[src/design/humidity_sensor_frame_decoder_unit_defines.svh]
// Assertion macros shared by the frame decoder modules.
// Each macro expects clk and arst_n in the scope where it is used.
`ifndef HUMIDITY_SENSOR_FRAME_DECODER_UNIT_DEFINES_SVH
`define HUMIDITY_SENSOR_FRAME_DECODER_UNIT_DEFINES_SVH
`ifndef ASSERT_OFF
`define HSFD_ASSERT_ALWAYS(lbl, cond, msg) \
	lbl: assert property (@(posedge clk) disable iff (!arst_n) (cond)) else $error(msg);
`define HSFD_ASSERT_IMPLIES(lbl, ante, cons, msg) \
	lbl: assert property (@(posedge clk) disable iff (!arst_n) (ante) |-> (cons)) \
		else $error(msg);
`define HSFD_ASSERT_NEXT(lbl, ante, cons, msg) \
	lbl: assert property (@(posedge clk) disable iff (!arst_n) (ante) |=> (cons)) \
		else $error(msg);
`else
`define HSFD_ASSERT_ALWAYS(lbl, cond, msg)
`define HSFD_ASSERT_IMPLIES(lbl, ante, cons, msg)
`define HSFD_ASSERT_NEXT(lbl, ante, cons, msg)
`endif
`endif

[src/design/hsfd_pkg.sv]
// Types, constants and the CRC-8 step for the humidity sensor frame decoder.
// No dependencies.
package hsfd_pkg;

	localparam logic [7:0] CRC8_GEN = 8'h31;
	localparam logic [7:0] CRC_INIT = 8'hFF;

	localparam logic [14:0] TEMP_MUL = 15'd17500;
	localparam logic signed [15:0] TEMP_OFS = 16'sd4500;
	localparam logic [13:0] HUM_MUL = 14'd10000;

	localparam logic [2:0] POS_TEMP_HI  = 3'd0;
	localparam logic [2:0] POS_TEMP_LO  = 3'd1;
	localparam logic [2:0] POS_TEMP_CRC = 3'd2;
	localparam logic [2:0] POS_HUM_HI   = 3'd3;
	localparam logic [2:0] POS_HUM_LO   = 3'd4;
	localparam logic [2:0] POS_HUM_CRC  = 3'd5;

	localparam int Q_DEPTH = 2;
	localparam int Q_AW = (Q_DEPTH > 1) ? $clog2(Q_DEPTH) : 1;
	localparam int Q_CW = $clog2(Q_DEPTH + 1);

	typedef enum logic [1:0] {
		STATUS_OK       = 2'd0,
		STATUS_TEMP_BAD = 2'd1,
		STATUS_HUM_BAD  = 2'd2
	} status_t;

	typedef struct packed {
		logic [15:0] raw_temp;
		logic [15:0] raw_hum;
		logic        temp_ok;
		logic        hum_ok;
	} frame_rec_t;

	typedef struct packed {
		logic full;
		logic empty;
	} q_stat_t;

	function automatic logic [7:0] crc8_byte(input logic [7:0] crc, input logic [7:0] b);
		logic [7:0] v;
		v = crc ^ b;
		for (int k = 0; k < 8; k++) begin
			v = v[7] ? ({v[6:0], 1'b0} ^ CRC8_GEN) : {v[6:0], 1'b0};
		end
		return v;
	endfunction

endpackage

[src/design/hsfd_byte_if.sv]
// Byte request channel into the frame decoder.
// Depends on nothing.
interface hsfd_byte_if;
	logic       valid;
	logic       ready;
	logic [7:0] rx_byte;
	logic       frame_start;

	modport source (output valid, output rx_byte, output frame_start, input ready);
	modport sink (input valid, input rx_byte, input frame_start, output ready);
endinterface

[src/design/hsfd_res_if.sv]
// Result request channel out of the frame decoder.
// Depends on nothing.
interface hsfd_res_if;
	logic               valid;
	logic               ready;
	logic signed [14:0] temp_centi;
	logic [13:0]        hum_centi;
	logic [15:0]        raw_temp;
	logic [15:0]        raw_hum;
	logic               valid_res;
	logic [1:0]         status;

	modport source (output valid, output temp_centi, output hum_centi, output raw_temp,
		output raw_hum, output valid_res, output status, input ready);
	modport sink (input valid, input temp_centi, input hum_centi, input raw_temp,
		input raw_hum, input valid_res, input status, output ready);
endinterface

[src/design/hsfd_frame_front.sv]
// Front part: accepts bytes, tracks frame position, runs CRC-8 and builds frame records.
// Depends on hsfd_pkg, hsfd_byte_if and the defines header.
`include "humidity_sensor_frame_decoder_unit_defines.svh"

module hsfd_frame_front import hsfd_pkg::*; (
	input  logic               clk,
	input  logic               arst_n,
	hsfd_byte_if.sink          rx,
	input  q_stat_t            q_stat,
	output logic               push,
	output frame_rec_t         push_rec
);

	logic [2:0]  pos_q;
	logic [7:0]  crc_q;
	logic [15:0] temp_word_q;
	logic [15:0] hum_word_q;
	logic        temp_ok_q;

	logic        take;
	logic [2:0]  pos;
	logic [7:0]  crc_base;
	logic [7:0]  crc_next;

	assign rx.ready = !q_stat.full;
	assign take = rx.valid && rx.ready;

	always_comb begin
		pos = (rx.frame_start || pos_q > POS_HUM_CRC) ? POS_TEMP_HI : pos_q;
		crc_base = (pos == POS_TEMP_HI || pos == POS_HUM_HI) ? CRC_INIT : crc_q;
		crc_next = crc8_byte(crc_base, rx.rx_byte);
	end

	assign push = take && (pos == POS_HUM_CRC);
	assign push_rec = '{raw_temp: temp_word_q, raw_hum: hum_word_q,
		temp_ok: temp_ok_q, hum_ok: (crc_q == rx.rx_byte)};

	always_ff @(posedge clk or negedge arst_n) begin
		if (!arst_n) begin
			pos_q       <= POS_TEMP_HI;
			crc_q       <= CRC_INIT;
			temp_word_q <= '0;
			hum_word_q  <= '0;
			temp_ok_q   <= 1'b0;
		end else if (take) begin
			pos_q <= (pos == POS_HUM_CRC) ? POS_TEMP_HI : pos + 3'd1;
			case (pos)
				POS_TEMP_HI: begin
					temp_word_q[15:8] <= rx.rx_byte;
					crc_q <= crc_next;
				end
				POS_TEMP_LO: begin
					temp_word_q[7:0] <= rx.rx_byte;
					crc_q <= crc_next;
				end
				POS_TEMP_CRC: begin
					temp_ok_q <= (crc_base == rx.rx_byte);
					crc_q <= CRC_INIT;
				end
				POS_HUM_HI: begin
					hum_word_q[15:8] <= rx.rx_byte;
					crc_q <= crc_next;
				end
				POS_HUM_LO: begin
					hum_word_q[7:0] <= rx.rx_byte;
					crc_q <= crc_next;
				end
				default: begin
					crc_q <= CRC_INIT;
				end
			endcase
		end
	end

	`HSFD_ASSERT_ALWAYS(a_pos_range, pos_q <= POS_HUM_CRC, "frame position beyond last byte")
	`HSFD_ASSERT_IMPLIES(a_push_room, push, !q_stat.full, "frame record pushed into full queue")

endmodule

[src/design/hsfd_queue.sv]
// Short queue of completed frame records between the front and back parts.
// Depends on hsfd_pkg and the defines header.
`include "humidity_sensor_frame_decoder_unit_defines.svh"

module hsfd_queue import hsfd_pkg::*; (
	input  logic       clk,
	input  logic       arst_n,
	input  logic       push,
	input  frame_rec_t push_rec,
	input  logic       pop,
	output frame_rec_t head,
	output q_stat_t    q_stat
);

	frame_rec_t          mem_q [Q_DEPTH];
	logic [Q_AW-1:0]     wr_ptr_q;
	logic [Q_AW-1:0]     rd_ptr_q;
	logic [Q_CW-1:0]     count_q;

	localparam logic [Q_AW-1:0] PTR_LAST = Q_AW'(Q_DEPTH - 1);
	localparam logic [Q_CW-1:0] CNT_FULL = Q_CW'(Q_DEPTH);

	assign q_stat.full  = (count_q == CNT_FULL);
	assign q_stat.empty = (count_q == '0);
	assign head = mem_q[rd_ptr_q];

	always_ff @(posedge clk) begin
		if (push) begin
			mem_q[wr_ptr_q] <= push_rec;
		end
	end

	always_ff @(posedge clk or negedge arst_n) begin
		if (!arst_n) begin
			wr_ptr_q <= '0;
			rd_ptr_q <= '0;
			count_q  <= '0;
		end else begin
			if (push) begin
				wr_ptr_q <= (wr_ptr_q == PTR_LAST) ? '0 : wr_ptr_q + 1'b1;
			end
			if (pop) begin
				rd_ptr_q <= (rd_ptr_q == PTR_LAST) ? '0 : rd_ptr_q + 1'b1;
			end
			case ({push, pop})
				2'b10:   count_q <= count_q + 1'b1;
				2'b01:   count_q <= count_q - 1'b1;
				default: count_q <= count_q;
			endcase
		end
	end

	`HSFD_ASSERT_IMPLIES(a_no_underflow, pop, !q_stat.empty, "pop from empty queue")
	`HSFD_ASSERT_ALWAYS(a_count_bound, count_q <= CNT_FULL, "queue count beyond depth")

endmodule

[src/design/hsfd_convert_back.sv]
// Back part: takes frame records, scales raw words and holds the result register.
// Depends on hsfd_pkg, hsfd_res_if and the defines header.
`include "humidity_sensor_frame_decoder_unit_defines.svh"

module hsfd_convert_back import hsfd_pkg::*; (
	input  logic       clk,
	input  logic       arst_n,
	input  frame_rec_t head,
	input  q_stat_t    q_stat,
	output logic       pop,
	hsfd_res_if.source res
);

	logic               out_v_q;
	logic signed [14:0] temp_centi_q;
	logic [13:0]        hum_centi_q;
	logic [15:0]        raw_temp_q;
	logic [15:0]        raw_hum_q;
	logic               valid_res_q;
	status_t            status_q;

	logic [30:0]        t_prod;
	logic [29:0]        h_prod;
	logic signed [15:0] t_val;
	logic               ok;
	status_t            status_d;

	assign pop = !q_stat.empty && (!out_v_q || res.ready);

	always_comb begin
		t_prod = {16'd0, TEMP_MUL} * {15'd0, head.raw_temp};
		h_prod = {16'd0, HUM_MUL} * {14'd0, head.raw_hum};
		t_val = $signed({1'b0, t_prod[30:16]}) - TEMP_OFS;
		ok = head.temp_ok && head.hum_ok;
		if (!head.temp_ok) begin
			status_d = STATUS_TEMP_BAD;
		end else if (!head.hum_ok) begin
			status_d = STATUS_HUM_BAD;
		end else begin
			status_d = STATUS_OK;
		end
	end

	always_ff @(posedge clk or negedge arst_n) begin
		if (!arst_n) begin
			out_v_q <= 1'b0;
		end else if (pop) begin
			out_v_q <= 1'b1;
		end else if (res.ready) begin
			out_v_q <= 1'b0;
		end
	end

	always_ff @(posedge clk) begin
		if (pop) begin
			temp_centi_q <= ok ? t_val[14:0] : '0;
			hum_centi_q  <= ok ? h_prod[29:16] : '0;
			raw_temp_q   <= head.raw_temp;
			raw_hum_q    <= head.raw_hum;
			valid_res_q  <= ok;
			status_q     <= status_d;
		end
	end

	assign res.valid      = out_v_q;
	assign res.temp_centi = temp_centi_q;
	assign res.hum_centi  = hum_centi_q;
	assign res.raw_temp   = raw_temp_q;
	assign res.raw_hum    = raw_hum_q;
	assign res.valid_res  = valid_res_q;
	assign res.status     = status_q;

	`HSFD_ASSERT_IMPLIES(a_valid_status, out_v_q, valid_res_q == (status_q == STATUS_OK),
		"result flag disagrees with status")

endmodule

[src/design/humidity_sensor_frame_decoder_unit.sv]
// Humidity sensor frame decoder, top level: front, record queue and back part.
// Depends on hsfd_pkg, hsfd_byte_if, hsfd_res_if and the three submodules.
//
//   channel  dir  payload                                              handshake
//   rx       in   rx_byte, frame_start                                 valid/ready
//   res      out  temp_centi, hum_centi, raw_temp, raw_hum,            valid/ready
//                 valid_res, status
//
// One byte a cycle while the record queue is not full; the CRC-8 step of a byte is done in the cycle it is accepted.
// After the sixth byte the record is first written into the record queue; from there the
// scaling multipliers feed the result register once it is empty or being read.
// Reset clears frame position, CRC, queue pointers and result valid; no clearing pass.
// The two-entry record queue absorbs result stalls; rx.ready drops only when it is full.
module humidity_sensor_frame_decoder_unit import hsfd_pkg::*; (
	input  logic       clk,
	input  logic       arst_n,
	hsfd_byte_if.sink  rx,
	hsfd_res_if.source res
);

	logic       push;
	frame_rec_t push_rec;
	logic       pop;
	frame_rec_t head;
	q_stat_t    q_stat;

	hsfd_frame_front u_front (
		.clk      (clk),
		.arst_n   (arst_n),
		.rx       (rx),
		.q_stat   (q_stat),
		.push     (push),
		.push_rec (push_rec)
	);

	hsfd_queue u_queue (
		.clk      (clk),
		.arst_n   (arst_n),
		.push     (push),
		.push_rec (push_rec),
		.pop      (pop),
		.head     (head),
		.q_stat   (q_stat)
	);

	hsfd_convert_back u_back (
		.clk    (clk),
		.arst_n (arst_n),
		.head   (head),
		.q_stat (q_stat),
		.pop    (pop),
		.res    (res)
	);

endmodule

[src/flat_wrapper.sv]
// flat-port wrapper written by rule: the top's interface ports become plain ports
module humidity_sensor_frame_decoder_unit_flat import hsfd_pkg::*;
  (clk, arst_n, rx_valid, rx_rx_byte, rx_frame_start, rx_ready, res_valid, res_temp_centi, res_hum_centi, res_raw_temp, res_raw_hum, res_valid_res, res_status, res_ready);
  hsfd_byte_if rx_i ();
  hsfd_res_if res_i ();
  input  logic clk;
  input  logic arst_n;
  input wire logic [$bits(rx_i.valid)-1:0] rx_valid;
  input wire logic [$bits(rx_i.rx_byte)-1:0] rx_rx_byte;
  input wire logic [$bits(rx_i.frame_start)-1:0] rx_frame_start;
  output wire logic [$bits(rx_i.ready)-1:0] rx_ready;
  output wire logic [$bits(res_i.valid)-1:0] res_valid;
  output wire logic [$bits(res_i.temp_centi)-1:0] res_temp_centi;
  output wire logic [$bits(res_i.hum_centi)-1:0] res_hum_centi;
  output wire logic [$bits(res_i.raw_temp)-1:0] res_raw_temp;
  output wire logic [$bits(res_i.raw_hum)-1:0] res_raw_hum;
  output wire logic [$bits(res_i.valid_res)-1:0] res_valid_res;
  output wire logic [$bits(res_i.status)-1:0] res_status;
  input wire logic [$bits(res_i.ready)-1:0] res_ready;
  assign rx_i.valid = rx_valid;
  assign rx_i.rx_byte = rx_rx_byte;
  assign rx_i.frame_start = rx_frame_start;
  assign rx_ready = rx_i.ready;
  assign res_valid = res_i.valid;
  assign res_temp_centi = res_i.temp_centi;
  assign res_hum_centi = res_i.hum_centi;
  assign res_raw_temp = res_i.raw_temp;
  assign res_raw_hum = res_i.raw_hum;
  assign res_valid_res = res_i.valid_res;
  assign res_status = res_i.status;
  assign res_i.ready = res_ready;
  humidity_sensor_frame_decoder_unit u_core (.clk(clk), .arst_n(arst_n), .rx(rx_i), .res(res_i));
endmodule
[config.mk]
export PLATFORM = sky130hd
export DESIGN_NAME = humidity_sensor_frame_decoder_unit_flat
export DESIGN_NICKNAME = d
export VERILOG_FILES = /design/src/design/hsfd_pkg.sv /design/src/design/hsfd_byte_if.sv /design/src/design/hsfd_res_if.sv /design/src/design/hsfd_frame_front.sv /design/src/design/hsfd_queue.sv /design/src/design/hsfd_convert_back.sv /design/src/design/humidity_sensor_frame_decoder_unit.sv /design/src/flat_wrapper.sv
export VERILOG_INCLUDE_DIRS = /design/src /design/src/design
export SDC_FILE = /design/constraint.sdc
export NUM_CORES = 1
export LEC_CHECK = 0
export BUFFER_PORTS_ARGS = -buffer_cell sky130_fd_sc_hd__buf_2
export CAP_MARGIN = 20
export CORE_MARGIN = 4
export CORE_UTILIZATION = 50
export DETAILED_ROUTE_END_ITERATION = 12
export HOLD_SLACK_MARGIN = 0.02
export PLACE_DENSITY = 0.73
export RECOVER_POWER = 25
export SYNTH_ARGS = -nofsm -noshare
export SYNTH_HDL_FRONTEND = slang
export SYNTH_HIERARCHICAL = 1
export SYNTH_SLANG_ARGS = --single-unit
[constraint.sdc]
create_clock -name clk -period 8.7 [get_ports clk]
set_clock_uncertainty 0.1 [all_clocks]
set_input_delay 1.305 -clock clk [delete_from_list [all_inputs] [get_ports clk]]
set_output_delay 1.305 -clock clk [all_outputs]
set_load 0.05 [all_outputs]
Word level (Yosys, flattened, before mapping) --
Memory sizes are Yosys's and may differ from the RTL's. Index checks and enable logic that the tools add are counted.
Cells by class: add/sub/neg operators 6, $mul 2, magnitude comparators 1, eq/ne operators 10, muxes and demuxes 20, bitwise gates (word level) 9, reduce and logical (&&, ||, !) cells 20
Operator list (number):
- 6-bit 2-to-1 mux | 8
- 13-bit by 16-bit multiplier with 29-bit output, first input constant | 1
- 10-bit by 16-bit multiplier with 26-bit output, first input constant | 1
- 3-bit inverter | 8
- 8-bit == test | 2
- 8-bit 2-to-1 mux | 2
- 15-bit by 13-bit subtractor with 15-bit output, second input constant | 1
- 2-bit AND reduction | 5
- 8-bit XOR | 1
- 3-bit by 2-bit == test with 1-bit output, second input constant | 2
- 3-bit == test, second input constant | 2
- 1-bit 2-to-1 mux | 6
- 3-bit 2-to-1 mux | 2
- 2-bit == test, second input constant | 2
- 1-bit logical AND | 4
- 2-bit one-hot mux with 2 select lines | 1
- 2-bit nonzero test | 2
- 4-bit OR reduction | 1
- 3-bit by 1-bit adder with 3-bit output, second input constant | 1
- 3-bit by 1-bit == test with 1-bit output, second input constant | 1
- 3-bit > comparator, second input constant | 1
- 1-bit logical NOT | 3
- 3-bit logical NOT | 1
- 1-bit logical OR | 3
- other kinds (6) | 7
Storage, ports and cells: flip-flop bits (word level) 113, RAM bits 68, memories kept 1
Memory list:
- u_core.u_queue.mem_q | depth 2, bits a word 34, rd ports 1, clocked after memory_dff 0, write ports 1, RTL line hsfd_queue.sv:15 | frame_rec_t mem_q [Q_DEPTH];

Depth between registers and ports, before layout --
Gate-level depths: netlist (run 1).
word-level depth 24, mapped depth 26

Modules after synthesis --
Netlist (run 1), hierarchy kept.
By module, submodules not included:
- hsfd_convert_back | instances 1, cells each 771, area an instance 8006.4 um^2
- hsfd_queue | instances 1, cells each 122, area an instance 2788.9 um^2
- hsfd_frame_front | instances 1, cells each 219, area an instance 2459.9 um^2

Worst setup path after synthesis (run 1) --
No wires, ideal clock.
path kind flip-flop to flip-flop, from register u_core.u_queue.rd_ptr_q, to register u_core.u_back.temp_centi_q[10], in the netlist u_core/u_back/res.temp_centi[10] (data pin), setup time 0.257 ns, arrival time 5.732 ns, path slack 2.611 ns, cell stages (with the launch flop) 25, buffers on the path 2, clock period less this slack 6.089 ns, cells stage by stage dfrtp_1 > buf_6 > buf_12 > mux2_4 > ha_1 > inv_1 > fa_1 > inv_1 > ha_1 > fa_1 > inv_1 > fa_1 > inv_1 > ha_1 > and4_4 > nand4_1 > and3_1 > or3_4 > ha_1 > a211o_1 > nand4_1 > nand3_1 > a31oi_1 > nand3_1 > nor3b_1
RTL lines:
- start: declaration | RTL line hsfd_queue.sv:17 | logic [Q_AW-1:0] rd_ptr_q;
- start signal: assignment | RTL line hsfd_queue.sv:43 | rd_ptr_q <= (rd_ptr_q == PTR_LAST) ? '0 : rd_ptr_q + 1'b1;
- end signal: assignment | RTL line hsfd_convert_back.sv:56 | temp_centi_q <= ok ? t_val[14:0] : '0;
- end: declaration | RTL line hsfd_convert_back.sv:15 | logic signed [14:0] temp_centi_q;

==> flow_summary_export.csv, run 1 <==
group,metric,value,unit
status,status,"complete, but fails checks",
status,violations,"capacitance limit, slew limit",
clock_tree,cts-htree-levels,4,
yosys,synthFlopType,"edfxtp_1",
hold_path,hp-start,"u_core/u_front/hum_word_q[10]$_DFFE_PN0P_",
timing,finalSetupTns,0,ns
yosys,ys_seq_area_frac,0.392,
die,core,26100,µm²
route,wire_per_inst,16.5,µm
global_routing,grt_pass1_vias,8247,
die,dieArea,29200,µm²
global_routing,grt_usage,0.181,
timing,rsz0062_at_grt,"no",
timing,min_period,7.12,ns
clock_tree,cts_setup_buffers,0,
route,vias_per_cell,5.27,
worst_setup_path,endpoint_kind,"flop",
die,start_util,0.509,
yosys,yosys.cell_types.count,79,
cells_and_area,drive_gt1_frac,0.184,
yosys,ys_async_sr_fraction,0.271,
cells_and_area,final_cell_count_no_fill,1531,
route,ant_nets,0,
cells_and_area,n_antenna_cell,0,
timing,finalHoldViolations,0,
clock_tree,cts_tree,"built",
cells_and_area,finalNetCount,1440,
place,routabilityCongestion,0.877,
route,drc,0,
timing,fmax,141,MHz
worst_setup_path,cp.required,8.75,ns
clock_tree,clk_pin_slew_worst_paths,0.08,ns
worst_setup_path,crit_start,"u_core/u_queue/rd_ptr_q$_DFFE_PN0P_",
place,dp_hpwl,18700,µm
worst_setup_path,rr_startpoint,"u_core/u_queue/rd_ptr_q$_DFFE_PN0P_",
job,drv_cap,1,
yosys,netlist.area_leader.share,0.299,
route,wl,25200,µm
yosys,yosysWarnings,6,
global_routing,grt_antenna_before_repair,0,
yosys,synth_area_leader_cell,"edfxtp_1",
yosys,netlist_instances,1112,
route,dr.pass1.iters,5,
route,vias,8072,
worst_setup_path,cp.arrival,7.16,ns
yosys,synthTopCellsByArea,"edfxtp_1 30%, ha_1 16%, fa_1 12%, dfrtp_1 7.7%, inv_1 5.4%",
place,placed_cells,1499,
yosys,syn_avg_cell_area,11.9,µm²
place,io_buffers,78,
worst_setup_path,path_class,"flop to flop",
worst_setup_path,start_kind,"flop",
route,drtIter0Drc,464,
global_routing,grt_overflow_total,0,
timing,tightest_slew,2.69,ns
clock_tree,postCtsResizedCells,0,
clock_tree,clock_sinks,181,
worst_setup_path,path_common_cell,"ha_1",
worst_setup_path,cpPeakStageDelay,1.09,ns
timing,fin_crit_sh,0.818,
worst_setup_path,critPathSlowestCell,"dfrtp_2",
timing,slew_viol_final,50,
yosys,syn_area,13300,µm²
worst_setup_path,cp_max_fo,35,
die,rows,59,
worst_setup_path,cp_cell_sequence,"mux2_4 -> ha_1 -> fa_1 -> ha_1 -> fa_1 -> inv_1 -> fa_1 -> inv_1 -> ha_1 -> and4_4 -> nand4_1 -> and3_1 -> or3_4 -> ha_1 -> a211o_1 -> nand4_1 -> nand3_1 -> a31oi_1 -> nand3_1 -> nor3b_1",
timing,setup_viol,0,
yosys,synthesis.nets,1369,
cells_and_area,area_growth,9.24,%
clock_tree,clkLatencyLatePin,0.44,ns
die,fp.dieW,171,µm
clock_tree,cts_inserted_buffers,17,
clock_tree,cts.hold.buffers_added,0,
die,die_y,171,µm
hold_path,hold_path.class,"flop to flop",
clock_tree,ctsLongestPathBuffers,2,
clock_tree,cts_root_buf,"clkbuf_16",
die,io_pins,79,
yosys,synth_edf_count,132,
timing,slew_headroom,-0.794,
global_routing,grt_pass1_wl,41900,µm
global_routing,grt_max_degree,67,
yosys,ys_ff_latch,181,
flip-flops by register name, summed over array words and instances (netlist names):
name	cells
u_core/u_back/res.hum_centi	14
u_core/u_back/res.status	2
u_core/u_front/hum_word_q	16
u_core/u_back/res.temp_centi	15
u_core/u_queue/mem_q	68
u_core/u_back/res.valid_res	1
u_core/u_queue/count_q	2
u_core/u_front/temp_word_q	16
u_core/u_front/temp_ok_q	1
u_core/u_back/res.raw_hum	16
u_core/u_front/crc_q	8
u_core/u_back/res.raw_temp	16
u_core/u_front/pos_q	3
u_core/u_queue/rd_ptr_q	1
u_core/u_back/res.valid	1
u_core/u_queue/wr_ptr_q	1
worst max-delay path, delay by kind of cell, from the launching register on:
family	cells	cell delay [ns]
AO/OA/AOI/OAI	2	0.54
adder cells (fa/ha/maj)	7	2.80
buffers and inverters	2	0.09
flip-flops	1	1.09
multiplexers	1	0.42
AND/OR/NAND/NOR	8	1.77
final timing paths:
kind,cells past startpoint,slack (ns),end
hold reg to reg,0,0.36,u_core/u_queue/mem_q[0][12]$_DFFE_PP_
hold / removal,0,0.36,u_core/u_queue/mem_q[0][12]$_DFFE_PP_
setup / recovery,20,1.58,u_core/u_back/res.temp_centi[10]$_SDFFCE_PN0P_
max in group asynchronous,2,5.06,u_core/u_queue/rd_ptr_q$_DFFE_PN0P_
min in group asynchronous,2,1.72,u_core/u_front/hum_word_q[9]$_DFFE_PN0P_
setup reg to reg,20,1.58,u_core/u_back/res.temp_centi[10]$_SDFFCE_PN0P_
metal layers:
layer / vias to the layer above / track usage / wire length, µm
met5: - / 0 / 0
met4: 0 / 0.0379 / 196
met3: 14 / 0.0416 / 1280
met2: 154 / 0.292 / 11800
met1: 3935 / 0.253 / 11900
li1: 3969 / - / -
layout by cell type, fill, tap and decap left out, types with 6 or more instances in the layout:
| cell type | synthesis | layout |
|---|---|---|
| nand2b_1 | 7 | 7 |
| edfxtp_1 | 132 | 132 |
| dfstp_2 | 8 | 8 |
| o211ai_1 | 9 | 9 |
| nor2b_1 | 6 | 6 |
| inv_1 | 192 | 192 |
| xor2_1 | 23 | 23 |
| nand2_1 | 48 | 48 |
| fa_1 | 78 | 78 |
| mux2_4 | 30 | 30 |
| buf_2 | 8 | 77 |
| nor3_1 | 11 | 11 |
| dfrtp_1 | 41 | 40 |
| a21o_1 | 10 | 10 |
| o22a_1 | 8 | 8 |
| nor2_1 | 59 | 58 |
| nand4_1 | 13 | 13 |
| o21ai_0 | 16 | 16 |
| xnor2_1 | 41 | 41 |
| ha_1 | 166 | 166 |
| nand3_1 | 12 | 12 |
| clkbuf_16 | 0 | 18 |
| mux2_2 | 37 | 37 |
| a21oi_1 | 39 | 38 |
cell usage after synthesis (all sizes together), types with 14 or more instances:
master and number:
ha 166, nand2 48, nand4 14, nor2 59
mux2 67, fa 78, a21oi 44, dfrtp 41
xor2 23, buf 17, o21ai 22, edfxtp 132
xnor2 41, inv 192
per-stage QoR:
step	hold slack (ns)	cell area (µm²)	utilization	setup slack, ns
4_1_cts	0.364	14500	0.556	1.58
3_3_place_gp	0.343	13900	0.533	1.76
2_1_floorplan	0.337	13300	-	2.61
5_1_grt	0.381	14500	0.556	1.24
3_5_place_dp	0.348	13900	0.533	1.62
6_report	0.359	14500	0.556	1.58
final cells by class:
class	instances	area, µm²
fillers	2168	11600
multi-input cells	709	7140
flip-flops and latches	181	5200
inverters	192	721
well taps	335	419
repair buffers	82	415
clock inverters	13	134
clock buffers	19	454
cell families (layout without fill, tap and decap cells):
kind of cell,Yosys count,after routing,synth area share
xor gates and xnor gates,66,66,0.0458
AOI/OAI and AO/OA,134,134,0.0741
muxes,70,70,0.0677
DFF,181,181,0.392
adders and majority gates,244,244,0.274
and+or+nand+nor,195,195,0.0752
buffers and inverters,222,306,0.0704
Power of run 1 is left out: the tool's default activity adds up to more than one toggle a clock period on the data nets, which glitch-free logic cannot reach.
==> inputs of run 2 (changes only) <==
--- a/config.mk
+++ b/config.mk
@@ -12,7 +12,7 @@
 export CORE_UTILIZATION = 50
 export DETAILED_ROUTE_END_ITERATION = 12
 export HOLD_SLACK_MARGIN = 0.02
-export PLACE_DENSITY = 0.73
+export PLACE_DENSITY = 0.75
 export RECOVER_POWER = 25
 export SYNTH_ARGS = -nofsm -noshare
 export SYNTH_HDL_FRONTEND = slang
==> constraint.sdc (replaced) <==
create_clock -name clk -period 6.05 [get_ports clk]
set_clock_uncertainty 0.1 [all_clocks]
set_input_delay 0.9075 -clock clk [delete_from_list [all_inputs] [get_ports clk]]
set_output_delay 0.9075 -clock clk [all_outputs]
set_load 0.05 [all_outputs]
==> flow_summary_export.csv, run 2 (synthesis results as in run 1) <==
group,metric,value,unit
timing,fin_crit_sh,0.988,
clock_tree,clk_pin_slew_worst_paths,0.08,ns
cells_and_area,regArea,5200,µm²
cells_and_area,multiInputGateArea,7860,µm²
hold_path,hold_path.class,"flop to flop",
cells_and_area,finalNetCount,1534,
place,io_buffers,78,
cells_and_area,top_register,"u_core/u_queue/mem_q",
timing,setup_viol,0,
status,violations,"capacitance limit, slew limit",
timing,slew_headroom,-0.740,
clock_tree,cts-htree-levels,4,
global_routing,grt_overflow_total,0,
worst_setup_path,endpoint_kind,"flop",
die,core,26100,µm²
die,start_util,0.509,
timing,slew_viol_final,50,
cells_and_area,drive_gt1_frac,0.312,
die,io_pins,79,
timing,rsz0062_at_grt,"yes",
die,dieArea,29200,µm²
job,drv_cap,1,
timing,tightest_slew,2.61,ns
timing,setup_ws,0.0708,ns
cells_and_area,n_antenna_cell,0,
cells_and_area,layout_commonest_cell,"inv_1",
place,place_ws,-0.306,ns
clock_tree,cts_inserted_buffers,17,
cells_and_area,fillers,1946,
worst_setup_path,start_kind,"flop",
clock_tree,cts_tree,"built",
route,vias_per_cell,5.38,
route,dr.pass1.iters,8,
global_routing,use_met3,0.0298,
die,fp.dieW,171,µm
cells_and_area,area_growth,20.7,%
route,drtIter0Drc,686,
route,wl,28500,µm
clock_tree,ctsLongestPathBuffers,2,
global_routing,met2_usage,0.332,
status,status,"complete, but fails checks",
route,wire_per_inst,17.5,µm
global_routing,grtUsageMet1,0.255,
die,rows,59,
route,vias,8739,
cells_and_area,largest_reg_flops,68,
die,die_y,171,µm
clock_tree,cts_root_buf,"clkbuf_16",
cells_and_area,layout_common_cells,"179 x inv_1, 132 x ha_1, 132 x edfxtp_1, 87 x buf_4, 78 x buf_2",
clock_tree,cts.hold.buffers_added,0,
timing,fmax,167,MHz
clock_tree,clock_sinks,181,
route,ant_nets,0,
global_routing,grt_antenna_before_repair,0,
global_routing,grt_pass1_wl,44900,µm
timing,finalHoldViolations,0,
worst_setup_path,cp_max_fo,6,
worst_setup_path,path_class,"flop to flop",
worst_setup_path,cp.arrival,6.07,ns
global_routing,grt_usage,0.191,
worst_setup_path,cp.required,6.14,ns
global_routing,grt_pass1_vias,8971,
place,routabilityCongestion,0.906,
global_routing,busiest_layer,"met2",
place,dp_hpwl,19600,µm
route,drc,0,
clock_tree,clkLatencyLatePin,0.44,ns
timing,min_period,5.98,ns
global_routing,grt_max_degree,67,
## run 2: area by class of cell
cell class,instances,area share
repair buffers,176,0.0730
multi-input cells,709,0.491
clock inverters,15,0.0124
inverters,192,0.0452
clock buffers,17,0.0266
flip-flops and latches,181,0.325
well taps,335,0.0262
## run 2: final timing paths
| kind | start | to | slack, ns | depth (start not counted) |
|---|---|---|---|---|
| max in group asynchronous | arst_n | u_core/u_queue/rd_ptr_q$_DFFE_PN0P_ | 2.88 | 2 |
| min | u_core/u_front/hum_word_q[11]$_DFFE_PN0P_ | u_core/u_queue/mem_q[1][13]$_DFFE_PP_ | 0.37 | 0 |
| min reg2reg | u_core/u_front/hum_word_q[11]$_DFFE_PN0P_ | u_core/u_queue/mem_q[1][13]$_DFFE_PP_ | 0.37 | 0 |
| max reg2reg | u_core/u_queue/rd_ptr_q$_DFFE_PN0P_ | u_core/u_back/res.temp_centi[13]$_SDFFCE_PN0P_ | 0.07 | 23 |
| max | u_core/u_queue/rd_ptr_q$_DFFE_PN0P_ | u_core/u_back/res.temp_centi[13]$_SDFFCE_PN0P_ | 0.07 | 23 |
| min in group asynchronous | arst_n | u_core/u_queue/count_q[1]$_DFFE_PN0P_ | 1.29 | 2 |
## run 2: what timing repair did
action / 4_1_cts / 5_1_grt
pin swaps: 20 / 80
setup endpoints to repair: 7 / 14
resized for setup: 28 / 103
setup buffers: 10 / 14
## run 2: through the flow
stage / setup TNS, ns / hold WS, ns / instance area, µm² / utilization / instances
after floorplan: -0.00697 / 0.337 / 13300 / - / 1112
after global placement: -0.411 / 0.344 / 14400 / 0.554 / 1569
final: 0 / 0.369 / 16000 / 0.614 / 1625
after CTS: 0 / 0.367 / 15300 / 0.588 / 1611
after detailed placement: -0.979 / 0.350 / 14400 / 0.554 / 1569
after global routing: -0.587 / 0.375 / 16000 / 0.614 / 1625
## run 2: critical path, cell delays in order (launching register included)
cell	delay, ns
dfrtp_2	0.42
buf_6	0.15
mux2_4	0.35
ha_4	0.28
inv_1	0.05
fa_1	0.50
inv_2	0.05
ha_4	0.21
fa_1	0.47
inv_1	0.06
fa_1	0.51
inv_2	0.05
ha_4	0.26
a211oi_2	0.21
o211ai_1	0.15
o21ai_2	0.21
buf_6	0.14
a31oi_4	0.10
o41ai_2	0.36
and2b_2	0.29
nor4b_4	0.27
a311oi_2	0.07
a21boi_2	0.18
mux2_4	0.30
## run 2: routing by layer
layer / vias to the layer above / share of wire
li1: 4160 / -
met2: 234 / 0.50
met1: 4303 / 0.44
met3: 42 / 0.041
met4: 0 / 0.019
met5: - / 0
Power of run 2 is left out for the same reason.
==> inputs of run 3 (changes only) <==
--- a/config.mk
+++ b/config.mk
@@ -7,13 +7,12 @@
 export NUM_CORES = 1
 export LEC_CHECK = 0
 export BUFFER_PORTS_ARGS = -buffer_cell sky130_fd_sc_hd__buf_2
-export CAP_MARGIN = 20
 export CORE_MARGIN = 4
 export CORE_UTILIZATION = 50
 export DETAILED_ROUTE_END_ITERATION = 12
 export HOLD_SLACK_MARGIN = 0.02
 export PLACE_DENSITY = 0.75
-export RECOVER_POWER = 25
+export RECOVER_POWER = 50
 export SYNTH_ARGS = -nofsm -noshare
 export SYNTH_HDL_FRONTEND = slang
 export SYNTH_HIERARCHICAL = 1
==> flow_summary_export.csv, run 3 (synthesis results as in run 1) <==
group,metric,value,unit
status,status,"complete, but fails checks",
status,violations,"capacitance limit, slew limit",
die,rows,59,
worst_setup_path,cp_max_fo,6,
worst_setup_path,rr_worst_depth,23,
global_routing,grt_max_degree,67,
clock_tree,clk_pin_slew_worst_paths,0.08,ns
route,vias_per_cell,5.39,
cells_and_area,finalNetCount,1534,
cells_and_area,fillers,1946,
cells_and_area,layout_commonest_cell,"inv_1",
worst_setup_path,rr_startpoint,"u_core/u_queue/rd_ptr_q$_DFFE_PN0P_",
route,drtIter0Drc,686,
cells_and_area,largest_reg_flops,68,
cells_and_area,n_antenna_cell,0,
die,core,26100,µm²
timing,setup_viol,0,
die,io_pins,79,
worst_setup_path,cp_cell_sequence,"buf_6 -> mux2_4 -> ha_4 -> inv_1 -> fa_1 -> inv_2 -> ha_4 -> fa_1 -> inv_1 -> fa_1 -> inv_2 -> ha_4 -> a211oi_2 -> o211ai_1 -> o21ai_2 -> buf_6 -> a31oi_4 -> o41ai_2 -> and2b_2 -> nor4b_4 -> a311oi_2 -> a21boi_2 -> mux2_4",
timing,slew_viol_final,50,
die,dieArea,29200,µm²
die,fp.dieW,171,µm
global_routing,grt_pass1_wl,44900,µm
cells_and_area,fin_area,16000,µm²
hold_path,worstHoldPathCells,0,
timing,finalHoldViolations,0,
clock_tree,cts_root_buf,"clkbuf_16",
cells_and_area,drive_gt1_frac,0.312,
hold_path,min_to,"u_core/u_queue/mem_q[1][13]$_DFFE_PP_",
global_routing,grt_pass1_vias,8971,
route,vias,8758,
timing,fmax,167,MHz
worst_setup_path,start_kind,"flop",
global_routing,grt_usage,0.191,
clock_tree,clkLatencyLatePin,0.44,ns
clock_tree,clock_sinks,181,
place,io_buffers,78,
place,dpl_cell_area,14400,µm²
worst_setup_path,cpPeakStageDelay,0.51,ns
worst_setup_path,cp.arrival,6.07,ns
route,drc,0,
worst_setup_path,r2r_end,"u_core/u_back/res.temp_centi[13]$_SDFFCE_PN0P_",
clock_tree,cts_inserted_buffers,17,
timing,fin_crit_sh,0.989,
timing,finalSetupTns,0,ns
clock_tree,cts.hold.buffers_added,0,
worst_setup_path,r2r_setup_slack,0.07,ns
cells_and_area,top_register,"u_core/u_queue/mem_q",
clock_tree,ctsLongestPathBuffers,2,
route,dr.pass1.iters,5,
die,die_y,171,µm
timing,rsz0062_at_grt,"yes",
job,drv_cap,1,
route,ant_nets,0,
clock_tree,cts-htree-levels,4,
route,wire_per_inst,17.5,µm
timing,tightest_slew,2.61,ns
cells_and_area,area_growth,20.7,%
worst_setup_path,endpoint_kind,"flop",
timing,min_period,5.98,ns
place,routabilityCongestion,0.906,
hold_path,hp-start,"u_core/u_front/hum_word_q[11]$_DFFE_PN0P_",
clock_tree,cts_tree,"built",
worst_setup_path,critPathSlowestCell,"fa_1",
die,start_util,0.509,
route,wl,28500,µm
cells_and_area,multiInputGateArea,7860,µm²
cells_and_area,layout_common_cells,"179 x inv_1, 132 x ha_1, 132 x edfxtp_1, 87 x buf_4, 78 x buf_2",
timing,slew_headroom,-0.740,
global_routing,grt_antenna_before_repair,0,
cells_and_area,regArea,5200,µm²
cells_and_area,utilization,0.614,
global_routing,grt_overflow_total,0,
worst_setup_path,cp.required,6.14,ns
worst_setup_path,path_class,"flop to flop",
hold_path,hold_path.class,"flop to flop",
place,dp_hpwl,19600,µm
## run 3: cell type report
cell class | count | share of cell area
multi-input combinational | 709 | 0.491
timing repair buffer | 176 | 0.0730
sequential | 181 | 0.325
clock buffer | 17 | 0.0266
clock inverter | 15 | 0.0124
tap | 335 | 0.0262
inverter | 192 | 0.0452
## run 3: metrics by stage
stage	hold slack, ns	std cells	worst slack (ns)
detailed placement	0.350	1569	-0.306
floorplan	0.337	1112	-0.00697
global placement	0.344	1569	-0.144
finish	0.369	1625	0.0676
global route	0.375	1625	-0.163
CTS	0.367	1611	0.00557
## run 3: timing repair
item	4_1_cts	5_1_grt
buffers inserted	10	14
setup endpoints to repair	7	14
resized for setup	28	103
pin swaps	20	80
## run 3: critical path: cells and delay by family (launching register included)
family | cells | cell delay [ns]
AOI/OAI and AO/OA | 7 | 1.28
buffers and inverters | 6 | 0.50
adders and majority gates | 6 | 2.23
DFF | 1 | 0.42
muxes | 2 | 0.65
and+or+nand+nor | 2 | 0.56
## run 3: how the worst max path moves through the flow
| stage | cells after the start | slack [ns] | end | from |
|---|---|---|---|---|
| floorplan | 24 | -0.007 | u_core/u_back/res.temp_centi[10]$_SDFFCE_PN0P_ | u_core/u_queue/rd_ptr_q$_DFFE_PN0P_ |
| global placement | 22 | -0.14 | u_core/u_back/res.temp_centi[14]$_SDFFCE_PN0P_ | u_core/u_queue/rd_ptr_q$_DFFE_PN0P_ |
| detailed placement | 23 | -0.31 | u_core/u_back/res.temp_centi[14]$_SDFFCE_PN0P_ | u_core/u_queue/rd_ptr_q$_DFFE_PN0P_ |
| CTS | 23 | 0.006 | u_core/u_back/res.temp_centi[13]$_SDFFCE_PN0P_ | u_core/u_queue/rd_ptr_q$_DFFE_PN0P_ |
| global route | 25 | -0.16 | u_core/u_back/res.temp_centi[10]$_SDFFCE_PN0P_ | u_core/u_queue/rd_ptr_q$_DFFE_PN0P_ |
| finish | 23 | 0.07 | u_core/u_back/res.temp_centi[13]$_SDFFCE_PN0P_ | u_core/u_queue/rd_ptr_q$_DFFE_PN0P_ |
## run 3: metal layers
layer | routed length, µm | up-vias | GRT usage
li1 | - | 4160 | -
met1 | 12500 | 4308 | 0.255
met2 | 14300 | 247 | 0.332
met3 | 1120 | 43 | 0.0298
met4 | 577 | 0 | 0.0455
met5 | 0 | - | 0
Power of run 3 is left out for the same reason.
